<file path="src/rtl/assert_macros.svh">
// Assertion macros used by the RTL file bchg_core.
// Define ASSERT_OFF to compile every assertion away.
`ifndef ASSERT_MACROS_SVH
`define ASSERT_MACROS_SVH

`ifndef ASSERT_OFF

// Implication or plain property checked on every rising edge outside reset.
`define ASSERT_PROP(lbl, clk, rstn, prop, msg) \
    lbl: assert property (@(posedge clk) disable iff (!rstn) (prop)) else $error(msg);

// Condition that must never be true outside reset.
`define ASSERT_NEVER(lbl, clk, rstn, cond, msg) \
    lbl: assert property (@(posedge clk) disable iff (!rstn) !(cond)) else $error(msg);

`else

`define ASSERT_PROP(lbl, clk, rstn, prop, msg)
`define ASSERT_NEVER(lbl, clk, rstn, cond, msg)

`endif

`endif

</file>
<file path="src/rtl/bchg_pkg.sv">
package bchg_pkg;

    // Gesture machine phases.
    localparam logic [1:0] PH_IDLE     = 2'd0;
    localparam logic [1:0] PH_PRESSING = 2'd1;
    localparam logic [1:0] PH_HELD     = 2'd2;
    localparam logic [1:0] PH_WAIT     = 2'd3;

    // Gesture codes reported on the result channel.
    localparam logic [2:0] G_NONE   = 3'd0;
    localparam logic [2:0] G_SINGLE = 3'd1;
    localparam logic [2:0] G_DOUBLE = 3'd2;
    localparam logic [2:0] G_TRIPLE = 3'd3;
    localparam logic [2:0] G_HOLD   = 3'd4;

    // Configuration register indexes and reset values.
    localparam logic REG_HOLD_THRESHOLD = 1'b0;
    localparam logic REG_CLICK_WINDOW   = 1'b1;
    localparam logic [7:0] HOLD_THRESHOLD_RESET = 8'd15;
    localparam logic [7:0] CLICK_WINDOW_RESET   = 8'd5;

    localparam logic [7:0] RUN_MAX   = 8'd255;
    localparam logic [3:0] CLICK_MAX = 4'd15;

    // One result item.
    typedef struct packed {
        logic [2:0] gesture;
        logic [3:0] click_total;
    } result_t;

endpackage

</file>
<file path="src/rtl/button_click_hold_gesture.sv">
// Button click and hold gesture detector.
// Input channel (in_valid / in_ready / pressed): one polled button sample per
// request. Output channel (out_valid / out_ready / gesture / click_total):
// exactly one result per sample, in order. gesture is 0 for no event, 1, 2
// or 3 for a single, double or triple-or-more click, and 4 for a hold.
// click_total gives the clicks of a finished sequence, saturating at 15.
// Configuration: cfg_write, cfg_index and cfg_data write hold_threshold
// (index 0) and click_window (index 1); write them only while the block is idle.
// A sample is taken into the input register and its result into the result
// register, which drives the output port.
// Throughput: one sample per cycle while the receiver does not stall, set by
// the combinational gesture update between the input and result registers.
// Reset clears the gesture state, empties both registers and loads the
// thresholds with 15 and 5. When the receiver stalls, the result is held
// and the input register still takes one more sample before in_ready drops.
module button_click_hold_gesture (
    input  logic       clk,
    input  logic       rst_n,
    input  logic       in_valid,
    output logic       in_ready,
    input  logic       pressed,
    output logic       out_valid,
    input  logic       out_ready,
    output logic [2:0] gesture,
    output logic [3:0] click_total,
    input  logic       cfg_write,
    input  logic       cfg_index,
    input  logic [7:0] cfg_data
);

    logic              in_valid_reg;
    logic              in_valid_next;
    logic              pressed_reg;
    logic              out_valid_reg;
    logic              out_valid_next;
    bchg_pkg::result_t result_reg;
    bchg_pkg::result_t step_result;
    logic [7:0]        hold_threshold_reg;
    logic [7:0]        click_window_reg;
    logic              advance;
    logic              step;

    // Pipeline control: the input register moves on when the result slot frees.
    assign advance        = !out_valid_reg || out_ready;
    assign step           = in_valid_reg && advance;
    assign in_ready       = !in_valid_reg || advance;
    assign in_valid_next  = in_ready ? in_valid : in_valid_reg;
    assign out_valid_next = step ? 1'b1 : (out_ready ? 1'b0 : out_valid_reg);

    // Valid flags.
    always_ff @(posedge clk or negedge rst_n)
    begin
        if (!rst_n)
        begin
            in_valid_reg  <= 1'b0;
            out_valid_reg <= 1'b0;
        end
        else
        begin
            in_valid_reg  <= in_valid_next;
            out_valid_reg <= out_valid_next;
        end
    end

    // Payload registers.
    always_ff @(posedge clk)
    begin
        if (in_valid && in_ready)
        begin
            pressed_reg <= pressed;
        end
        if (step)
        begin
            result_reg <= step_result;
        end
    end

    // Configuration registers.
    always_ff @(posedge clk or negedge rst_n)
    begin
        if (!rst_n)
        begin
            hold_threshold_reg <= bchg_pkg::HOLD_THRESHOLD_RESET;
            click_window_reg   <= bchg_pkg::CLICK_WINDOW_RESET;
        end
        else if (cfg_write)
        begin
            unique case (cfg_index)
                bchg_pkg::REG_HOLD_THRESHOLD: hold_threshold_reg <= cfg_data;
                bchg_pkg::REG_CLICK_WINDOW:   click_window_reg   <= cfg_data;
                default:                      hold_threshold_reg <= hold_threshold_reg;
            endcase
        end
    end

    // Gesture state machine.
    bchg_core u_core (
        .clk            (clk),
        .rst_n          (rst_n),
        .step           (step),
        .pressed        (pressed_reg),
        .hold_threshold (hold_threshold_reg),
        .click_window   (click_window_reg),
        .result         (step_result)
    );

    assign out_valid   = out_valid_reg;
    assign gesture     = result_reg.gesture;
    assign click_total = result_reg.click_total;

endmodule

</file>
<file path="src/rtl/bchg_core.sv">
`include "assert_macros.svh"

module bchg_core (
    input  logic                  clk,
    input  logic                  rst_n,
    input  logic                  step,
    input  logic                  pressed,
    input  logic [7:0]            hold_threshold,
    input  logic [7:0]            click_window,
    output bchg_pkg::result_t     result
);

    logic [1:0] phase_reg;
    logic [1:0] phase_next;
    logic [7:0] press_run_reg;
    logic [7:0] press_run_next;
    logic [7:0] release_run_reg;
    logic [7:0] release_run_next;
    logic [3:0] clicks_reg;
    logic [3:0] clicks_next;

    logic [7:0] press_inc;
    logic [7:0] release_inc;
    logic [3:0] clicks_inc;

    // Saturating increments of the counters.
    assign press_inc   = (press_run_reg == bchg_pkg::RUN_MAX) ? press_run_reg
                                                              : press_run_reg + 8'd1;
    assign release_inc = (release_run_reg == bchg_pkg::RUN_MAX) ? release_run_reg
                                                                : release_run_reg + 8'd1;
    assign clicks_inc  = (clicks_reg == bchg_pkg::CLICK_MAX) ? clicks_reg
                                                             : clicks_reg + 4'd1;

    // Next state and result for the sample in the input register.
    always_comb
    begin
        phase_next         = phase_reg;
        press_run_next     = press_run_reg;
        release_run_next   = release_run_reg;
        clicks_next        = clicks_reg;
        result.gesture     = bchg_pkg::G_NONE;
        result.click_total = 4'd0;
        unique case (phase_reg)
            bchg_pkg::PH_IDLE:
            begin
                if (pressed)
                begin
                    phase_next     = bchg_pkg::PH_PRESSING;
                    press_run_next = 8'd1;
                end
            end
            bchg_pkg::PH_PRESSING:
            begin
                if (pressed)
                begin
                    press_run_next = press_inc;
                    if (press_inc >= hold_threshold)
                    begin
                        clicks_next    = 4'd0;
                        phase_next     = bchg_pkg::PH_HELD;
                        result.gesture = bchg_pkg::G_HOLD;
                    end
                end
                else
                begin
                    clicks_next      = clicks_inc;
                    phase_next       = bchg_pkg::PH_WAIT;
                    release_run_next = 8'd0;
                end
            end
            bchg_pkg::PH_HELD:
            begin
                if (!pressed)
                begin
                    phase_next     = bchg_pkg::PH_IDLE;
                    press_run_next = 8'd0;
                end
            end
            bchg_pkg::PH_WAIT:
            begin
                if (pressed)
                begin
                    phase_next     = bchg_pkg::PH_PRESSING;
                    press_run_next = 8'd1;
                end
                else
                begin
                    release_run_next = release_inc;
                    if (release_inc >= click_window)
                    begin
                        // The window closed: classify the click sequence.
                        result.click_total = clicks_reg;
                        if (clicks_reg <= 4'd1)
                        begin
                            result.gesture = bchg_pkg::G_SINGLE;
                        end
                        else if (clicks_reg == 4'd2)
                        begin
                            result.gesture = bchg_pkg::G_DOUBLE;
                        end
                        else
                        begin
                            result.gesture = bchg_pkg::G_TRIPLE;
                        end
                        clicks_next    = 4'd0;
                        phase_next     = bchg_pkg::PH_IDLE;
                        press_run_next = 8'd0;
                    end
                end
            end
            default:
            begin
                phase_next = bchg_pkg::PH_IDLE;
            end
        endcase
    end

    // Gesture state advances once per processed sample.
    always_ff @(posedge clk or negedge rst_n)
    begin
        if (!rst_n)
        begin
            phase_reg       <= bchg_pkg::PH_IDLE;
            press_run_reg   <= 8'd0;
            release_run_reg <= 8'd0;
            clicks_reg      <= 4'd0;
        end
        else if (step)
        begin
            phase_reg       <= phase_next;
            press_run_reg   <= press_run_next;
            release_run_reg <= release_run_next;
            clicks_reg      <= clicks_next;
        end
    end

    `ASSERT_PROP(a_held_no_clicks, clk, rst_n,
        (phase_reg == bchg_pkg::PH_HELD) |-> (clicks_reg == 4'd0),
        "clicks survived a hold")
    `ASSERT_PROP(a_wait_has_click, clk, rst_n,
        (phase_reg == bchg_pkg::PH_WAIT) |-> (clicks_reg != 4'd0),
        "click window open with no click counted")
    `ASSERT_PROP(a_idle_no_press, clk, rst_n,
        (phase_reg == bchg_pkg::PH_IDLE) |-> (press_run_reg == 8'd0),
        "press counter not cleared in idle")
    `ASSERT_NEVER(a_hold_no_total, clk, rst_n,
        step && (result.gesture == bchg_pkg::G_HOLD) && (result.click_total != 4'd0),
        "hold gesture carries a click count")

endmodule

</file>
<file path="config.mk">
export PLATFORM = sky130hd
export DESIGN_NAME = button_click_hold_gesture
export DESIGN_NICKNAME = d
export VERILOG_FILES = /design/src/rtl/bchg_pkg.sv /design/src/rtl/button_click_hold_gesture.sv /design/src/rtl/bchg_core.sv
export VERILOG_INCLUDE_DIRS = /design/src /design/src/rtl
export SDC_FILE = /design/constraint.sdc
export NUM_CORES = 1
export LEC_CHECK = 0
export ABC_AREA = 1
export BUFFER_PORTS_ARGS = -buffer_cell sky130_fd_sc_hd__buf_2
export CAP_MARGIN = 20
export CORE_MARGIN = 4
export CORE_UTILIZATION = 40
export CTS_CLUSTER_SIZE = 24
export DETAILED_ROUTE_END_ITERATION = 8
export SYNTH_ARGS = -nofsm -noshare
export SYNTH_HDL_FRONTEND = slang
export SYNTH_SLANG_ARGS = --single-unit
</file>
<file path="constraint.sdc">
create_clock -name clk -period 2.2 [get_ports clk]
set_input_delay 0.44 -clock clk [delete_from_list [all_inputs] [get_ports clk]]
set_output_delay 0.44 -clock clk [all_outputs]
set_load 0.1 [all_outputs]
</file>
## Yosys cells after proc, flatten, opt, wreduce, memory -nomap -nowiden

Cells that the tools add are included.

| word-level totals | value |
|---|---|
| register bits after elaboration | 48 |
| word-level logic and storage cells | 84 |
| output and inout bits | 9 |
| bits of input ports | 15 |

| cells by class | value |
|---|---|
| add/subtract/negate cells | 3 |
| equality and inequality tests | 16 |
| multiplexer cells | 32 |
| $lt $le $gt $ge | 3 |
| bitwise gates (word level) | 3 |
| reduce and logical (&&, ||, !) cells | 16 |

Operator list:

| kind | number |
|---|---|
| 2-to-1 mux 8 bit | 8 |
| case mux 8 bit (4 select lines) | 1 |
| 2-to-1 mux 4 bit | 5 |
| adder 8 x 1 -> 8 bit, second input constant | 2 |
| == test 8 bit, second input constant | 2 |
| greater-or-equal comparator 8 bit | 2 |
| case mux 8 bit (2 select lines) | 1 |
| 2-to-1 mux 2 bit | 7 |
| 2-to-1 mux 7 bit | 2 |
| inequality test 2 bit, second input constant | 5 |
| AND reduction 5 bit | 2 |
| case mux 2 bit (4 select lines) | 1 |
| case mux 4 bit (2 select lines) | 1 |
| 2-to-1 mux 3 bit | 2 |
| inequality test 3 x 2 -> 1 bit, second input constant | 2 |
| case mux 3 bit (2 select lines) | 1 |
| AND reduction 6 bit | 1 |
| adder 4 x 1 -> 4 bit, second input constant | 1 |
| == test 2 bit, second input constant | 2 |
| == test 4 x 2 -> 1 bit, second input constant | 1 |
| == test 4 bit, second input constant | 1 |
| less-or-equal comparator 4 x 1 -> 1 bit, second input constant | 1 |
| AND reduction 2 bit | 2 |
| AND reduction 4 bit | 1 |
| 11 further kinds | 19 |

## Logic depth before layout (Yosys ltp)

| logic depth | value |
|---|---|
| depth in word-level cells | 6 |
| gate-level depth with buffers | 20 |
| mapped depth without buffers | 20 |

## Cells and area by module

From an unflattened synthesis, not the netlist that was laid out.

| unflattened totals | value |
|---|---|
| cell total of the unflattened synthesis | 381 |
| area, all modules | 2957.8 sq um |

Modules (own cells, without submodules):

| module | sequential area each (sq um) | cells each | times used | area an instance (sq um) |
|---|---|---|---|---|
| bchg_core | 550.5 | 291 | 1 | 1956.9 |
| button_click_hold_gesture | 698.2 | 90 | 1 | 1001.0 |

## Worst setup path before layout

OpenSTA, ideal clock, no wires.

| timing path | value |
|---|---|
| path type | reg-to-reg |
| start | reg out_valid_reg, in the netlist out_valid |
| end | reg pressed_reg (enable) |
| data required time | 1953 ps |
| clock period less this slack | 2551 ps |
| cell stages (with the launch flop) | 4 |
| buffers on the path | 0 |
| arrival time | 2304 ps |
| setup time | 247 ps |
| slack | -351 ps |
| cells stage by stage | dfrtp_1 -> nand3_1 -> nand2_1 -> inv_1 |

| on the way | value |
|---|---|
| word-level cells in the longest chain between the ends | 4 |

Ends and longest elaborated chain:

| what | line | text |
|---|---|---|
| start: declaration | button_click_hold_gesture.sv:34 | `logic out_valid_reg;` |
| start signal: assignment | button_click_hold_gesture.sv:61 | `out_valid_reg <= out_valid_next;` |
| logical NOT 1 bit | button_click_hold_gesture.sv:44 | `assign advance = !out_valid_reg \|\| out_ready;` |
| logical OR 1 bit | button_click_hold_gesture.sv:44 |  |
| logical OR 1 bit | button_click_hold_gesture.sv:46 | `assign in_ready = !in_valid_reg \|\| advance;` |
| net in_ready | button_click_hold_gesture.sv:20 | `output logic in_ready,` |
| logical AND 1 bit | button_click_hold_gesture.sv:68 | `if (in_valid && in_ready)` |
| end signal: assignment | button_click_hold_gesture.sv:70 | `pressed_reg <= pressed;` |
| end: declaration | button_click_hold_gesture.sv:33 | `logic pressed_reg;` |

The timed path passes the listed nets, and every way through them passes these cells.
A chain may end at the register's enable or synchronous reset.

## Worst setup path in the final report

| timing path | value |
|---|---|
| start | reg u_core.release_run_reg[3] |
| end | reg u_core.press_run_reg[7] |

| on the way | value |
|---|---|
| word-level cells in the longest chain between the ends | 5 |
| elaborated cells on any way between the ends | 6 |
| classes of those cells | 1 x add/sub; 1 x order compare; 2 x eq/ne; 1 x mux; 1 x reduce/logical |

Ends and longest elaborated chain:

| what | line | text |
|---|---|---|
| start: declaration | bchg_core.sv:17 | `logic [7:0] release_run_reg;` |
| start signal: assignment | bchg_core.sv:132 | `release_run_reg <= release_run_next;` |
| adder 8 x 1 -> 8 bit or == test 8 bit (tied branches) | bchg_core.sv:30, bchg_core.sv:29 |  |
| 2-to-1 mux 8 bit * | bchg_core.sv:29 | `assign release_inc = (release_run_reg == bchg_pkg::RUN_MAX) ? release_run_reg` |
| greater-or-equal comparator 8 bit * | bchg_core.sv:89 | `if (release_inc >= click_window)` |
| inequality test 3 x 2 -> 1 bit (no source line) * | - |  |
| AND reduction 5 bit (no source line) * | - |  |
| end signal: assignment | bchg_core.sv:131 | `press_run_reg <= press_run_next;` |
| end: declaration | bchg_core.sv:15 | `logic [7:0] press_run_reg;` |

Every way passes the cells marked *; elsewhere a longest branch is shown, timed or not.

==> out/results.txt <==
Die Wd -> 93.6 um
Internal power -> 2.23 mW
Setup crit end kind -> flop
Critical Path RT -> 2.40 ns
Antenna viol nets, final -> 0
Drt first pass iters -> 4
H-tree levels -> 2
Slowest CP cell -> dfrtp_1
Routed vias/inst -> 4.66
Clock tree buffer depth -> 2
Syn-to-layout area delta -> 35.4%
Synth warnings -> 0
Layout cells sized above 1 -> 0.368
All-layer global routing usage -> 0.152
Vias in the first global route -> 2,481
Total Power -> 3.76 mW
Routing usage on met2 -> 0.255
Worst path cell trace -> buf_4, buf_4, buf_4, nand3_1, xor2_1, nand2_1, ha_1, a21oi_2, nor2_1, nor2_4, nand3_2, nand2_4, clkinvlp_4, nand3_1, nand2_1
Max Cap Viol -> 0
Power Dens Cells -> 947 nW/um^2
Crit start category -> flop
Worst-Skew Late Latency -> 0.30 ns
Most frequent cells in the layout -> 95 x nand2_1, 55 x inv_1, 47 x buf_4, 32 x dfrtp_1, 26 x nor2_1
Final clock skew -> 0.00469 ns
Routed length per instance -> 11.9 um
Share of power burned in combinational logic -> 0.483
Largest stage delay, worst path -> 0.40 ns
Crit Path Category -> flop to flop
Most used cell along the critical path -> buf_4
Switching power -> 1.53 mW
Final period utilization -> 1.09
WP data arrival -> 2.59 ns
Post-synth cell types -> 32
# rows -> 30
# diodes -> 0
Cell Count Post-Placement -> 525
Final hold vios -> 0
Post-synthesis instance total -> 375
DRC violation count after routing -> 0
Sink Count -> 48
Pins Over Slew Limit -> 0
First DRT Iteration DRCs -> 64
Met1 Usage GRT -> 0.200
Die Ht -> 93.6 um
I/O Buffers -> 23
Cell Area, Synth -> 2930 um^2
Initial Util -> 0.423
Leak Pwr -> 2.05 nW
TritonCTS clock tree -> done
Crit path time final -> 2.39 ns
Cts hold-fix bufs -> 0
Grt peak-use layer -> met2
Syn_nets -> 412
Commonest non-fill, non-tap cell in the layout -> nand2_1
Flops & latches, synth -> 48
Crit path max fanout -> 5
Root Buffer -> clkbuf_8
RSZ-0062 raised after global routing -> yes
M3 GR Usage -> 0.0257
Tightest Pin Transition -> 0.489 ns
Core ar. -> 6940 um^2
Register area share after synthesis -> 0.426
Via Count -> 2,561
Non-Filler Instances -> 550
Global placer's final weighted congestion -> 0.869
I/O pin cnt -> 24
Worst Setup SP -> u_core.release_run_reg[3]
VDD IR max -> 0.000450 V
DRT Wirelength -> 6520 um
Setup violators final -> 21
Dpl hpwl -> 4700 um
CTS Buf Count -> 5
Overflow after GRT -> 0
Largest net degree at the start of global routing -> 21
Max_slew headroom -> 0.677
Clock Power Share -> 0.187
Full die area -> 8770 um^2
Initial antenna violation count -> 0
R2R Path Start -> u_core.release_run_reg[3]
First-pass GRT wire length -> 10,800 um
Share of power burned in registers -> 0.330
Status -> finished, violations left
Failing checks -> negative setup slack
Syn Area/Cell -> 7.82 um^2
Hold Crit Class -> input port to asynchronous set/reset pin
Net count, final -> 490
Worst-path clk slew -> 0.09 ns
Final WS setup -> -0.193 ns
Switch share -> 0.406
Max Freq -> 0.418 GHz
[synthesized netlist by cell type]
library cell  instances  area, um^2
nand3_1              24         120
xnor2_1               3        26.3
inv_2                 6        22.5
inv_1                58         218
nor3b_1               1        7.51
nand2_2               4        25.0
a41oi_1               1        8.76
nor2_4                2        22.5
nor2_2                3        18.8
dfrtp_1              34         851
a21oi_1               7        35.0
dfstp_2               6         158
nand2_4               2        22.5
o21ai_1               2        10.0
clkbuf_1              2        7.51
nor3_1                3        15.0
nand2_1             111         417
or2_2                 1        6.26
edfxtp_1              8         240
nor3_2                1        10.0
o21ai_0              21         105
nor2_8                1        20.0
a22o_1                2        17.5
ha_1                 22         275
xnor2_2               1        16.3
xor2_1                4        35.0
a31oi_1               1        6.26
nand3_2               2        20.0
a21o_1                2        15.0
o21ai_2               6        52.6
or2_1                 1        6.26
nor2_1               33         124
[timing repair]
action | in CTS | in global routing
pin swaps | 12 | 28
cloned | 1 | 0
setup buffers | 7 | 9
resized for setup | 15 | 49
endpoints found under the setup margin | 21 | 21
[metal layers]
layer  part of all wire  wire length [um]  vias up
met5                  0                 0        -
met4              0.021               136        0
met2               0.50              3280       34
met1               0.45              2940     1184
met3              0.025               166       12
li1                   -                 -     1331
[through the flow]
step                      hold slack [ns]  area (um^2)  utilization  TNS [ns]  setup slack, ns
after floorplan                     0.144         2960            -         0          0.00461
after global placement              0.411         3440        0.495     -2.70           -0.155
after detailed placement            0.419         3440        0.495     -3.64           -0.218
after CTS                          0.0916         3670        0.529     -2.38           -0.157
after global routing                0.106         3970        0.572     -5.47           -0.336
final                              0.0792         3970        0.572     -2.29           -0.193
[worst max-delay path, delay by kind of cell, from the launching register on]
kind	cells	cell delay (ns)
AND/OR/NAND/NOR	8	0.82
buffers and inverters	4	0.55
flip-flops	1	0.40
adder cells (fa/ha/maj)	1	0.21
XOR/XNOR	1	0.16
AO/OA/AOI/OAI	1	0.13
[final cells by class]
cell class                      instances  area (um^2)
Clock buffer                            7         97.6
Clock inverter                          1         30.0
Fill cell                             619         2970
Inverter                               64          243
Multi-Input combinational cell        261         1730
Sequential cell                        48         1250
Tap cell                               96          120
Timing Repair Buffer                   72          490
Timing Repair inverter                  1         7.51
[cell families (layout without fill, tap and decap cells)]
logic type | count (synthesis) | after routing | synth area share
and+or+nand+nor | 189 | 189 | 0.284
buffers and inverters | 66 | 145 | 0.0844
adders and majority gates | 22 | 22 | 0.0938
xor gates and xnor gates | 8 | 8 | 0.0264
DFF | 48 | 48 | 0.426
AOI/OAI and AO/OA | 42 | 42 | 0.0853
[power groups by stage]
stage | sequential (mW) | combinational, mW | clock, mW
after floorplan | 1.36 | 0.881 | 0
after global placement | 1.24 | 1.42 | 0
after detailed placement | 1.24 | 1.45 | 0
after CTS | 1.22 | 1.59 | 0.728
after global routing | 1.27 | 2.05 | 0.759
final | 1.24 | 1.82 | 0.702
[final timing paths]
check	to	slack, ns	depth (start not counted)
min in group clk	pressed_reg	0.32	1
hold / removal	click_window_reg[4]	0.08	1
setup reg to reg	u_core.press_run_reg[7]	-0.19	15
hold reg to reg	hold_threshold_reg[5]	0.49	2
setup / recovery	u_core.press_run_reg[7]	-0.19	15
max in group asynchronous	hold_threshold_reg[1]	1.52	2
(Power assumes the default switching activity.)
